File: config.mk
export PLATFORM = sky130hd
export DESIGN_NAME = rsa_modular_exponentiation_flat
export DESIGN_NICKNAME = d
export VERILOG_FILES = /design/src/rme_pkg.sv /design/src/rme_in_if.sv /design/src/rme_out_if.sv /design/src/rme_mulmod.sv /design/src/rme_datapath.sv /design/src/rme_ctrl.sv /design/src/rsa_modular_exponentiation.sv /design/src/flat_wrapper.sv
export SDC_FILE = /design/constraint.sdc
export NUM_CORES = 1
export LEC_CHECK = 0
export BUFFER_PORTS_ARGS = -buffer_cell sky130_fd_sc_hd__buf_2
export CAP_MARGIN = 20
export CORE_MARGIN = 4
export CORE_UTILIZATION = 62
export CTS_BUF_LIST = sky130_fd_sc_hd__clkbuf_16
export DETAILED_ROUTE_END_ITERATION = 8
export PLACE_DENSITY = 0.87
export SYNTH_ARGS = -nofsm -noshare
export SYNTH_HDL_FRONTEND = slang
export SYNTH_SLANG_ARGS = --single-unit
File: constraint.sdc
create_clock -name clk -period 9.1 [get_ports clk]
set_input_delay 1.365 -clock clk [delete_from_list [all_inputs] [get_ports clk]]
set_output_delay 1.365 -clock clk [all_outputs]
set_load 0.005 [all_outputs]
File: src/rme_pkg.sv
// shared types and constants for the rsa modular exponentiation block
// no dependencies
package rme_pkg;

  localparam int RME_WIDTH = 32;

  localparam logic [63:0] DEF_PUBLIC_EXP  = 64'd65537;
  localparam logic [63:0] DEF_PRIVATE_EXP = 64'd1;
  localparam logic [63:0] DEF_MODULUS     = 64'd2;

  localparam int CFG_IDX_W = 2;

  typedef enum logic [CFG_IDX_W-1:0] {
    REG_PUBLIC_EXP  = 2'd0,
    REG_PRIVATE_EXP = 2'd1,
    REG_MODULUS     = 2'd2
  } cfg_reg_t;

  typedef enum logic [1:0] {
    OP_REDUCE = 2'd0,
    OP_SQUARE = 2'd1,
    OP_MULT   = 2'd2
  } mul_op_t;

  typedef struct packed {
    logic    load;
    logic    mul_start;
    mul_op_t op;
    logic    next_bit;
    logic    capture;
  } rme_cmd_t;

  typedef struct packed {
    logic mul_done;
    logic exp_bit;
    logic last_bit;
  } rme_status_t;

endpackage

File: src/rme_in_if.sv
// input channel: message and operation code with valid/ready
// depends on rme_pkg
interface rme_in_if import rme_pkg::*; #(
  parameter int WIDTH = RME_WIDTH
);
  logic             valid;
  logic             ready;
  logic [WIDTH-1:0] message;
  logic             func;

  modport source (output valid, output message, output func, input ready);
  modport sink   (input valid, input message, input func, output ready);
endinterface

File: src/rme_out_if.sv
// output channel: exponentiation result with valid/ready
// depends on rme_pkg
interface rme_out_if import rme_pkg::*; #(
  parameter int WIDTH = RME_WIDTH
);
  logic             valid;
  logic             ready;
  logic [WIDTH-1:0] result;

  modport source (output valid, output result, input ready);
  modport sink   (input valid, input result, output ready);
endinterface

File: src/rme_mulmod.sv
// iterative shift-add modular multiplier, one multiplier bit per cycle
// depends on rme_pkg
module rme_mulmod import rme_pkg::*; #(
  parameter int WIDTH = RME_WIDTH
) (
  input  logic             clk,
  input  logic             rst,
  input  logic             start,
  input  logic [WIDTH-1:0] x,
  input  logic [WIDTH-1:0] y,
  input  logic [WIDTH-1:0] n,
  output logic             done,
  output logic [WIDTH-1:0] p
);

  localparam int CW = $clog2(WIDTH);

  logic             busy;
  logic [CW-1:0]    cnt;
  logic [WIDTH-1:0] xr;
  logic [WIDTH-1:0] yr;
  logic [WIDTH-1:0] acc;
  logic [WIDTH-1:0] dbl;
  logic [WIDTH-1:0] step;

  // (a + b) mod m for a, b below m
  function automatic logic [WIDTH-1:0] add_mod(input logic [WIDTH-1:0] a,
                                               input logic [WIDTH-1:0] b,
                                               input logic [WIDTH-1:0] m);
    logic [WIDTH:0] s;
    s = {1'b0, a} + {1'b0, b};
    if (s >= {1'b0, m}) begin
      s = s - {1'b0, m};
    end
    return s[WIDTH-1:0];
  endfunction

  always_comb begin
    dbl  = add_mod(acc, acc, n);
    step = yr[WIDTH-1] ? add_mod(dbl, xr, n) : dbl;
  end

  assign done = busy && (cnt == '0);
  assign p    = step;

  always_ff @(posedge clk) begin
    if (rst) begin
      busy <= 1'b0;
    end else if (start) begin
      busy <= 1'b1;
    end else if (done) begin
      busy <= 1'b0;
    end
  end

  always_ff @(posedge clk) begin
    if (start) begin
      cnt <= CW'(WIDTH - 1);
      xr  <= x;
      yr  <= y;
      acc <= '0;
    end else if (busy) begin
      cnt <= cnt - 1'b1;
      yr  <= yr << 1;
      acc <= step;
    end
  end

endmodule

File: src/rme_datapath.sv
// operand registers, exponent shifter and result register around the multiplier
// depends on rme_pkg and rme_mulmod
module rme_datapath import rme_pkg::*; #(
  parameter int WIDTH = RME_WIDTH
) (
  input  logic             clk,
  input  logic             rst,
  input  rme_cmd_t         cmd,
  output rme_status_t      status,
  input  logic [WIDTH-1:0] message,
  input  logic             func,
  input  logic [WIDTH-1:0] public_exponent,
  input  logic [WIDTH-1:0] private_exponent,
  input  logic [WIDTH-1:0] modulus,
  output logic [WIDTH-1:0] result
);

  localparam int CW = $clog2(WIDTH);

  logic [WIDTH-1:0] base;
  logic [WIDTH-1:0] acc;
  logic [WIDTH-1:0] expo;
  logic [CW-1:0]    bitcnt;
  logic [WIDTH-1:0] one_mod;
  logic [WIDTH-1:0] mul_x;
  logic [WIDTH-1:0] mul_y;
  logic [WIDTH-1:0] mul_p;
  logic             mul_done;

  assign one_mod = (modulus == WIDTH'(1)) ? '0 : WIDTH'(1);

  always_comb begin
    unique case (cmd.op)
      OP_REDUCE: begin
        mul_x = one_mod;
        mul_y = base;
      end
      OP_SQUARE: begin
        mul_x = acc;
        mul_y = acc;
      end
      OP_MULT: begin
        mul_x = acc;
        mul_y = base;
      end
      default: begin
        mul_x = acc;
        mul_y = acc;
      end
    endcase
  end

  rme_mulmod #(.WIDTH(WIDTH)) u_mulmod (
    .clk   (clk),
    .rst   (rst),
    .start (cmd.mul_start),
    .x     (mul_x),
    .y     (mul_y),
    .n     (modulus),
    .done  (mul_done),
    .p     (mul_p)
  );

  assign status.mul_done = mul_done;
  assign status.exp_bit  = expo[WIDTH-1];
  assign status.last_bit = (bitcnt == '0);

  always_ff @(posedge clk) begin
    if (cmd.load) begin
      base   <= message;
      expo   <= func ? private_exponent : public_exponent;
      acc    <= one_mod;
      bitcnt <= CW'(WIDTH - 1);
    end else begin
      if (mul_done) begin
        if (cmd.op == OP_REDUCE) begin
          base <= mul_p;
        end else begin
          acc <= mul_p;
        end
      end
      if (cmd.next_bit) begin
        expo   <= expo << 1;
        bitcnt <= bitcnt - 1'b1;
      end
    end
  end

  always_ff @(posedge clk) begin
    if (cmd.capture) begin
      result <= (modulus == '0) ? '0 : acc;
    end
  end

endmodule

File: src/rme_ctrl.sv
// sequencer for reduction and square-and-multiply, plus output valid
// depends on rme_pkg
module rme_ctrl import rme_pkg::*; (
  input  logic        clk,
  input  logic        rst,
  input  logic        in_valid,
  output logic        in_ready,
  output logic        out_valid,
  input  logic        out_ready,
  output rme_cmd_t    cmd,
  input  rme_status_t status
);

  typedef enum logic [7:0] {
    S_IDLE     = 8'b0000_0001,
    S_RED_GO   = 8'b0000_0010,
    S_RED_WAIT = 8'b0000_0100,
    S_SQ_GO    = 8'b0000_1000,
    S_SQ_WAIT  = 8'b0001_0000,
    S_MUL_GO   = 8'b0010_0000,
    S_MUL_WAIT = 8'b0100_0000,
    S_DONE     = 8'b1000_0000
  } state_t;

  state_t state;
  state_t state_next;

  always_comb begin
    state_next    = state;
    in_ready      = 1'b0;
    cmd           = '0;
    cmd.op        = OP_SQUARE;
    unique case (state)
      S_IDLE: begin
        in_ready = 1'b1;
        if (in_valid) begin
          cmd.load   = 1'b1;
          state_next = S_RED_GO;
        end
      end
      S_RED_GO: begin
        cmd.op        = OP_REDUCE;
        cmd.mul_start = 1'b1;
        state_next    = S_RED_WAIT;
      end
      S_RED_WAIT: begin
        cmd.op = OP_REDUCE;
        if (status.mul_done) begin
          state_next = S_SQ_GO;
        end
      end
      S_SQ_GO: begin
        cmd.mul_start = 1'b1;
        state_next    = S_SQ_WAIT;
      end
      S_SQ_WAIT: begin
        if (status.mul_done) begin
          if (status.exp_bit) begin
            state_next = S_MUL_GO;
          end else begin
            cmd.next_bit = 1'b1;
            state_next   = status.last_bit ? S_DONE : S_SQ_GO;
          end
        end
      end
      S_MUL_GO: begin
        cmd.op        = OP_MULT;
        cmd.mul_start = 1'b1;
        state_next    = S_MUL_WAIT;
      end
      S_MUL_WAIT: begin
        cmd.op = OP_MULT;
        if (status.mul_done) begin
          cmd.next_bit = 1'b1;
          state_next   = status.last_bit ? S_DONE : S_SQ_GO;
        end
      end
      S_DONE: begin
        if (!out_valid || out_ready) begin
          cmd.capture = 1'b1;
          state_next  = S_IDLE;
        end
      end
      default: begin
        state_next = S_IDLE;
      end
    endcase
  end

  always_ff @(posedge clk) begin
    if (rst) begin
      state     <= S_IDLE;
      out_valid <= 1'b0;
    end else begin
      state <= state_next;
      if (cmd.capture) begin
        out_valid <= 1'b1;
      end else if (out_ready) begin
        out_valid <= 1'b0;
      end
    end
  end

`ifndef SYNTHESIS
  a_done_in_wait: assert property (@(posedge clk) disable iff (rst)
    status.mul_done |-> (state == S_RED_WAIT || state == S_SQ_WAIT ||
                         state == S_MUL_WAIT))
    else $error("multiplier finished outside a wait state");

  a_accept_starts_reduce: assert property (@(posedge clk) disable iff (rst)
    (in_valid && in_ready) |=> (state == S_RED_GO))
    else $error("accepted beat did not start reduction");

  a_no_overwrite: assert property (@(posedge clk) disable iff (rst)
    cmd.capture |-> (!out_valid || out_ready))
    else $error("result captured over a pending beat");

  a_start_idle_mul: assert property (@(posedge clk) disable iff (rst)
    cmd.mul_start |=> !status.mul_done)
    else $error("multiplier finished right after start");
`endif

endmodule

File: src/rsa_modular_exponentiation.sv
// rsa modular exponentiation: configuration registers, sequencer and datapath
// a beat is first reduced mod the modulus; then each exponent bit, msb first,
// takes a square and, if set, a multiply on the bit-serial multiplier
// one beat at a time; the next beat is taken only after the result is registered
// reset (rst, synchronous): exponents and modulus to their defaults, no beat pending
// depends on rme_pkg, rme_in_if, rme_out_if, rme_ctrl, rme_datapath
module rsa_modular_exponentiation import rme_pkg::*; #(
  parameter int WIDTH = RME_WIDTH
) (
  input  logic                 clk,
  input  logic                 rst,
  rme_in_if.sink               in,
  rme_out_if.source            out,
  input  logic                 cfg_we,
  input  logic [CFG_IDX_W-1:0] cfg_index,
  input  logic [WIDTH-1:0]     cfg_data
);

  logic [WIDTH-1:0] public_exponent;
  logic [WIDTH-1:0] private_exponent;
  logic [WIDTH-1:0] modulus;
  rme_cmd_t         cmd;
  rme_status_t      status;

  always_ff @(posedge clk) begin
    if (rst) begin
      public_exponent  <= DEF_PUBLIC_EXP[WIDTH-1:0];
      private_exponent <= DEF_PRIVATE_EXP[WIDTH-1:0];
      modulus          <= DEF_MODULUS[WIDTH-1:0];
    end else if (cfg_we) begin
      unique case (cfg_index)
        REG_PUBLIC_EXP:  public_exponent  <= cfg_data;
        REG_PRIVATE_EXP: private_exponent <= cfg_data;
        REG_MODULUS:     modulus          <= cfg_data;
        default: begin
        end
      endcase
    end
  end

  rme_ctrl u_ctrl (
    .clk       (clk),
    .rst       (rst),
    .in_valid  (in.valid),
    .in_ready  (in.ready),
    .out_valid (out.valid),
    .out_ready (out.ready),
    .cmd       (cmd),
    .status    (status)
  );

  rme_datapath #(.WIDTH(WIDTH)) u_datapath (
    .clk              (clk),
    .rst              (rst),
    .cmd              (cmd),
    .status           (status),
    .message          (in.message),
    .func             (in.func),
    .public_exponent  (public_exponent),
    .private_exponent (private_exponent),
    .modulus          (modulus),
    .result           (out.result)
  );

endmodule
File: src/flat_wrapper.sv
// flat-port wrapper written by rule: the top's interface ports become plain ports
module rsa_modular_exponentiation_flat import rme_pkg::*;
#(
  parameter int WIDTH = RME_WIDTH
)
  (clk, rst, cfg_we, cfg_index, cfg_data, in_valid, in_message, in_func, in_ready, out_valid, out_result, out_ready);
  rme_in_if #(.WIDTH(WIDTH)) in_i ();
  rme_out_if #(.WIDTH(WIDTH)) out_i ();
  input  logic clk;
  input  logic rst;
  input  logic cfg_we;
  input  logic [CFG_IDX_W-1:0] cfg_index;
  input  logic [WIDTH-1:0] cfg_data;
  input wire logic [$bits(in_i.valid)-1:0] in_valid;
  input wire logic [$bits(in_i.message)-1:0] in_message;
  input wire logic [$bits(in_i.func)-1:0] in_func;
  output wire logic [$bits(in_i.ready)-1:0] in_ready;
  output wire logic [$bits(out_i.valid)-1:0] out_valid;
  output wire logic [$bits(out_i.result)-1:0] out_result;
  input wire logic [$bits(out_i.ready)-1:0] out_ready;
  assign in_i.valid = in_valid;
  assign in_i.message = in_message;
  assign in_i.func = in_func;
  assign in_ready = in_i.ready;
  assign out_valid = out_i.valid;
  assign out_result = out_i.result;
  assign out_i.ready = out_ready;
  rsa_modular_exponentiation #(.WIDTH(WIDTH)) u_core (.clk(clk), .rst(rst), .in(in_i), .out(out_i), .cfg_we(cfg_we), .cfg_index(cfg_index), .cfg_data(cfg_data));
endmodule
==> results of run 1 <==
-- flip-flops by register name, indices dropped and copies added, names as in the netlist, 5 cells and up --
name,cells
u_core.modulus,32
u_core.private_exponent,32
u_core.public_exponent,32
u_core.u_datapath.acc,32
u_core.u_datapath.base,32
u_core.u_datapath.expo,32
u_core.u_datapath.result,32
u_core.u_datapath.u_mulmod.acc,32
u_core.u_datapath.u_mulmod.xr,32
u_core.u_datapath.u_mulmod.yr,32
u_core.u_ctrl.state,8
u_core.u_datapath.bitcnt,5
u_core.u_datapath.u_mulmod.cnt,5
-- stage by stage --
stage | instance area (um2) | util (%) | hold WS [ps]
6_report | 22200 | 69.8 | 454
5_1_grt | 22200 | 69.8 | 473
4_1_cts | 22100 | 69.6 | 454
3_5_place_dp | 21000 | 65.9 | 447
3_3_place_gp | 21000 | 65.9 | 441
2_1_floorplan | 20100 | - | 436
-- final cells by class --
| class | instances | share of cell area [%] |
|---|---|---|
| clock buffer | 38 | 4.28 |
| clock inverter | 30 | 1.10 |
| inverter | 78 | 1.32 |
| multi-input combinational | 1693 | 47.9 |
| sequential | 340 | 39.3 |
| tap | 435 | 2.45 |
| timing repair buffer | 136 | 3.60 |
-- how the worst max path moves through the flow --
| stage | start | end | slack, ps | cells after the start |
|---|---|---|---|---|
| floorplan | u_core.modulus[4] | u_core.u_datapath.base[22] | 2420 | 33 |
| global placement | u_core.modulus[15] | u_core.u_datapath.base[0] | 820 | 29 |
| detailed placement | u_core.modulus[9] | u_core.u_datapath.base[0] | 900 | 29 |
| CTS | u_core.modulus[9] | u_core.u_datapath.base[0] | 890 | 29 |
| global route | u_core.modulus[4] | u_core.u_datapath.base[0] | 230 | 29 |
| finish | u_core.modulus[15] | u_core.u_datapath.base[0] | 670 | 32 |
-- cell families after synthesis --
logic type,Yosys count,share of synthesized area [%]
mux,122,6.63
flops,340,43.4
simple gates,775,17.9
fa+ha+maj,103,6.52
buf+inv,199,3.91
xor+xnor,92,4.01
compound gates,601,17.6
-- cells in the final DEF, fill, tap and decap left out, types with 32 or more instances in the layout --
master,n
mux2i_1,86
edfxtp_1,192
inv_1,84
o21ai_0,166
nor2b_1,44
xor2_1,32
nor2_1,115
buf_2,105
clkbuf_16,38
nand3_1,33
ha_1,100
nand2_1,380
and2_1,37
dfxtp_1,148
xnor2_1,60
a21oi_1,221
-- layer usage --
layer	wire length, um	vias to the layer above
li1	-	8074
met1	25700	8265
met2	26100	913
met3	6340	118
met4	2110	0
met5	0	-
-- critical path: cells and delay by family, from the launching register on --
kind	cells	cell delay [ps]
simple gates	12	2520
compound gates	11	2170
fa+ha+maj	3	1170
mux	2	810
buf+inv	3	650
flops	1	400
xor+xnor	1	390
==> reports/metrics.yaml, run 1 <==
status: "finished, final reports clean"
synth_area_per_cell_um2: 9.01
ys_top_cells_by_area: "edfxtp_1, dfxtp_1, nand2_1"
grt_most_used_layer: "met2"
die_area_um2: 35400
initial_core_util_pct: 63.2
placed_cells: 2680
stdcell_count: 2750
min_to: "u_core.public_exponent[7]"
cts.clk_slew.worst_paths_ps: 60
dr_total_vias: 17370
crit_path_end_kind: "flip-flop"
synth-seq-cells: 340
critPathKind: "reg -> reg"
diodes: 0
synth_ff_type: "edfxtp_1"
grt_max_degree: 106
ff2ff_setup_slack_ps: 670
r2r_start: "u_core.modulus[15]"
slew_headroom_pct: 28.9
syn-cell-area_um2: 20100
avgViaCountPerCell: 6.32
r2r_end: "u_core.u_datapath.base[0]"
max_stage_delay_ps: 560
cts_tree: "yes"
worstPathRequired_ps: 9350
rr_worst_depth: 32
seq_area_frac_synth_pct: 43.4
grt_use_total_pct: 33.3
grt_pass1_vias: 16521
drt-initial-drc-count: 2071
tightest_slew_ps: 1070
setup_viol: 0
fin_ws_ps: 675
h-tree-depth: 2
timing.max_cap.violations: 0
cts_resized: 0
clock_skew_ps: 15.6
synth_common_cells: "nand2_1, a21oi_1, edfxtp_1"
die_h_um: 188
grt_pass1_wl_mm: 93.7
synth_warnings: 0
finalCriticalPeriod_ps: 8430
regArea_um2: 8730
startpoint_type: "flip-flop"
rsz0062_at_grt: "false"
hold_class: "reg -> reg"
n_fill_cell: 2409
cts_root_buf: "clkbuf_16"
clock.fmax_ghz: 0.119
wl_per_cell_um: 21.9
nets: 2461
numPortBuffers: 105
worst-path-max-fanout: 16
dp.final_hpwl_mm: 44.6
setup_tns_ps: 0
core_um2: 31800
drive_above_1_share_pct: 11.0
num_rows: 65
cts_buffers: 37
yosys.area.top_type_share_pct: 28.7
area_delta_synth_final_pct: 10.4
drcViolationCount: 0
ios: 106
async_reset_ff_share_pct: 0
synthesis.nets: 2407
yosysMostFrequentCell: "nand2_1"
cts_max_path_buffers: 3
fp.dieW_um: 188
fin_crit_sh_pct: 92.6
yosysUniqueCellTypes: 81
dp_slack_ps: 897
antenna_found_initial: 0
clock_latency_ps: 540
synth_edf_count: 192
use_met3_pct: 6.57
whs_path_depth: 2
clock_sinks: 340
crit_slowest_cell: "nor3_1"
grt_util_met2_pct: 49.9
synth_top_area_cell: "edfxtp_1"
cpMostUsedCell: "o21ai_0"
multi_input_area_um2: 10600
post_cts_buffers: 0
ant_nets: 0
finalHoldViolCount: 0
worstPathArrival_ps: 8670
place.gp.congestion: 0.997
syn_inst: 2232
use_met1_pct: 49.0
drt_first_pass_iters: 8
finalWirelength_mm: 60.3
drv_slew: 0
grt_overflow: 0
ctsHoldBuffers: 0
holdCritStartpoint: "u_core.public_exponent[7]"
Power of run 1 is left out: the tool's default activity adds up to more than one toggle a clock period on the data nets, which glitch-free logic cannot reach.
==> run 2, diff against run 1 <==
- CELL_PAD_IN_SITES_DETAIL_PLACEMENT: not set -> 0
- CELL_PAD_IN_SITES_GLOBAL_PLACEMENT: not set -> 1
- CORE_UTILIZATION: 62 -> 48
==> reports/metrics.yaml, run 2 (same netlist as run 1, synthesis figures left out) <==
place.gp.congestion: 0.999
fin_crit_sh_pct: 96.0
status: "finished, final reports clean"
drv_slew: 0
dp.final_hpwl_mm: 46.1
timing.max_cap.violations: 0
min_to: "u_core.private_exponent[1]"
initial_core_util_pct: 48.9
clock_sinks: 340
drt-initial-drc-count: 1427
fin_ws_ps: 360
clock.fmax_ghz: 0.114
ff2ff_setup_slack_ps: 360
wl_per_cell_um: 21.8
grt_pass1_vias: 16612
cts_root_buf: "clkbuf_16"
worstPathArrival_ps: 9010
holdCritStartpoint: "u_core.private_exponent[1]"
tightest_slew_ps: 1080
ant_nets: 0
crit_slowest_cell: "dfxtp_1"
drive_above_1_share_pct: 10.7
num_rows: 74
critPathKind: "reg -> reg"
die_area_um2: 45200
area_delta_synth_final_pct: 10.9
die_h_um: 213
whs_ps: 452
setup_tns_ps: 0
whs_path_depth: 2
crit_path_end_kind: "flip-flop"
ios: 106
rr_worst_depth: 29
finalHoldViolCount: 0
slew_headroom_pct: 27.9
worst-path-max-fanout: 25
antenna_found_initial: 0
cts_max_path_buffers: 3
cts.clk_slew.worst_paths_ps: 60
grt_pass1_wl_mm: 94.9
finalCriticalPeriod_ps: 8740
cts_tree: "yes"
finalWirelength_mm: 61.9
diodes: 0
setup_viol: 0
drcViolationCount: 0
startpoint_type: "flip-flop"
cpMostUsedCell: "ha_1"
grt_use_total_pct: 26.9
clock_skew_ps: 18.2
numPortBuffers: 105
clock_latency_ps: 560
nets: 2459
h-tree-depth: 2
r2r_start: "u_core.modulus[19]"
dr_total_vias: 17016
final_util_pct: 54.2
grt_max_degree: 97
cts_buffers: 39
drt_first_pass_iters: 6
hold_class: "reg -> reg"
final_common_cell: "nand2_1"
grt_overflow: 0
most-common-layout-cells: "nand2_1, a21oi_1, edfxtp_1, o21ai_0, dfxtp_1"
max_stage_delay_ps: 490
worstPathRequired_ps: 9370
r2r_end: "u_core.u_datapath.base[9]"
dp_slack_ps: 26.9
fp.dieW_um: 213
avgViaCountPerCell: 5.98
core_um2: 41100
==> run 2: worst max-delay path: cells and delay by family (launching register included) <==
| family | cells | cell delay, ps |
|---|---|---|
| compound gates | 10 | 2310 |
| xor+xnor | 1 | 330 |
| fa+ha+maj | 3 | 1250 |
| buf+inv | 2 | 450 |
| flops | 1 | 490 |
| mux | 3 | 1270 |
| simple gates | 10 | 2340 |
==> run 2: worst max-delay path by stage <==
stage / startpoint / to / slack, ps / cells after the start
after global routing: u_core.modulus[19] / u_core.u_datapath.base[7] / -30 / 31
after CTS: u_core.modulus[19] / u_core.u_datapath.base[9] / 180 / 29
after global placement: u_core.modulus[19] / u_core.u_datapath.base[0] / 230 / 29
after floorplan: u_core.modulus[4] / u_core.u_datapath.base[22] / 2420 / 33
after detailed placement: u_core.modulus[19] / u_core.u_datapath.base[0] / 30 / 29
final: u_core.modulus[19] / u_core.u_datapath.base[9] / 360 / 29
==> run 2: cell type report <==
| type | count | area [um2] |
|---|---|---|
| fill | 3816 | 18800 |
| inverter | 78 | 293 |
| clock inverter | 31 | 181 |
| tap | 532 | 666 |
| multi-input combinational | 1693 | 10700 |
| clock buffer | 40 | 1000 |
| sequential | 340 | 8730 |
| timing repair buffer | 132 | 761 |
==> run 2: repair_timing <==
| action | 4_1_cts | 5_1_grt |
|---|---|---|
| setup endpoints to repair | 2 | 86 |
| gates resized for setup | 1 | 2 |
| pin swaps | 0 | 1 |
| setup buffers | 0 | 1 |
| hold buffers | 0 | 0 |
==> run 2: per-stage QoR <==
step	area, um2	instances
6_report	22300	2846
2_1_floorplan	20100	2232
5_1_grt	22300	2846
4_1_cts	22200	2843
3_3_place_gp	21000	2772
3_5_place_dp	21000	2772
==> run 2: layer usage <==
layer  global-route usage, %  vias up  routed length [um]
met3                    3.88      148                3870
met1                    35.9     8171               26000
met2                    45.1      615               29500
met5                       0        -                   0
li1                        -     8082                   -
met4                    9.57        0                2490
Power of run 2 is left out for the same reason.
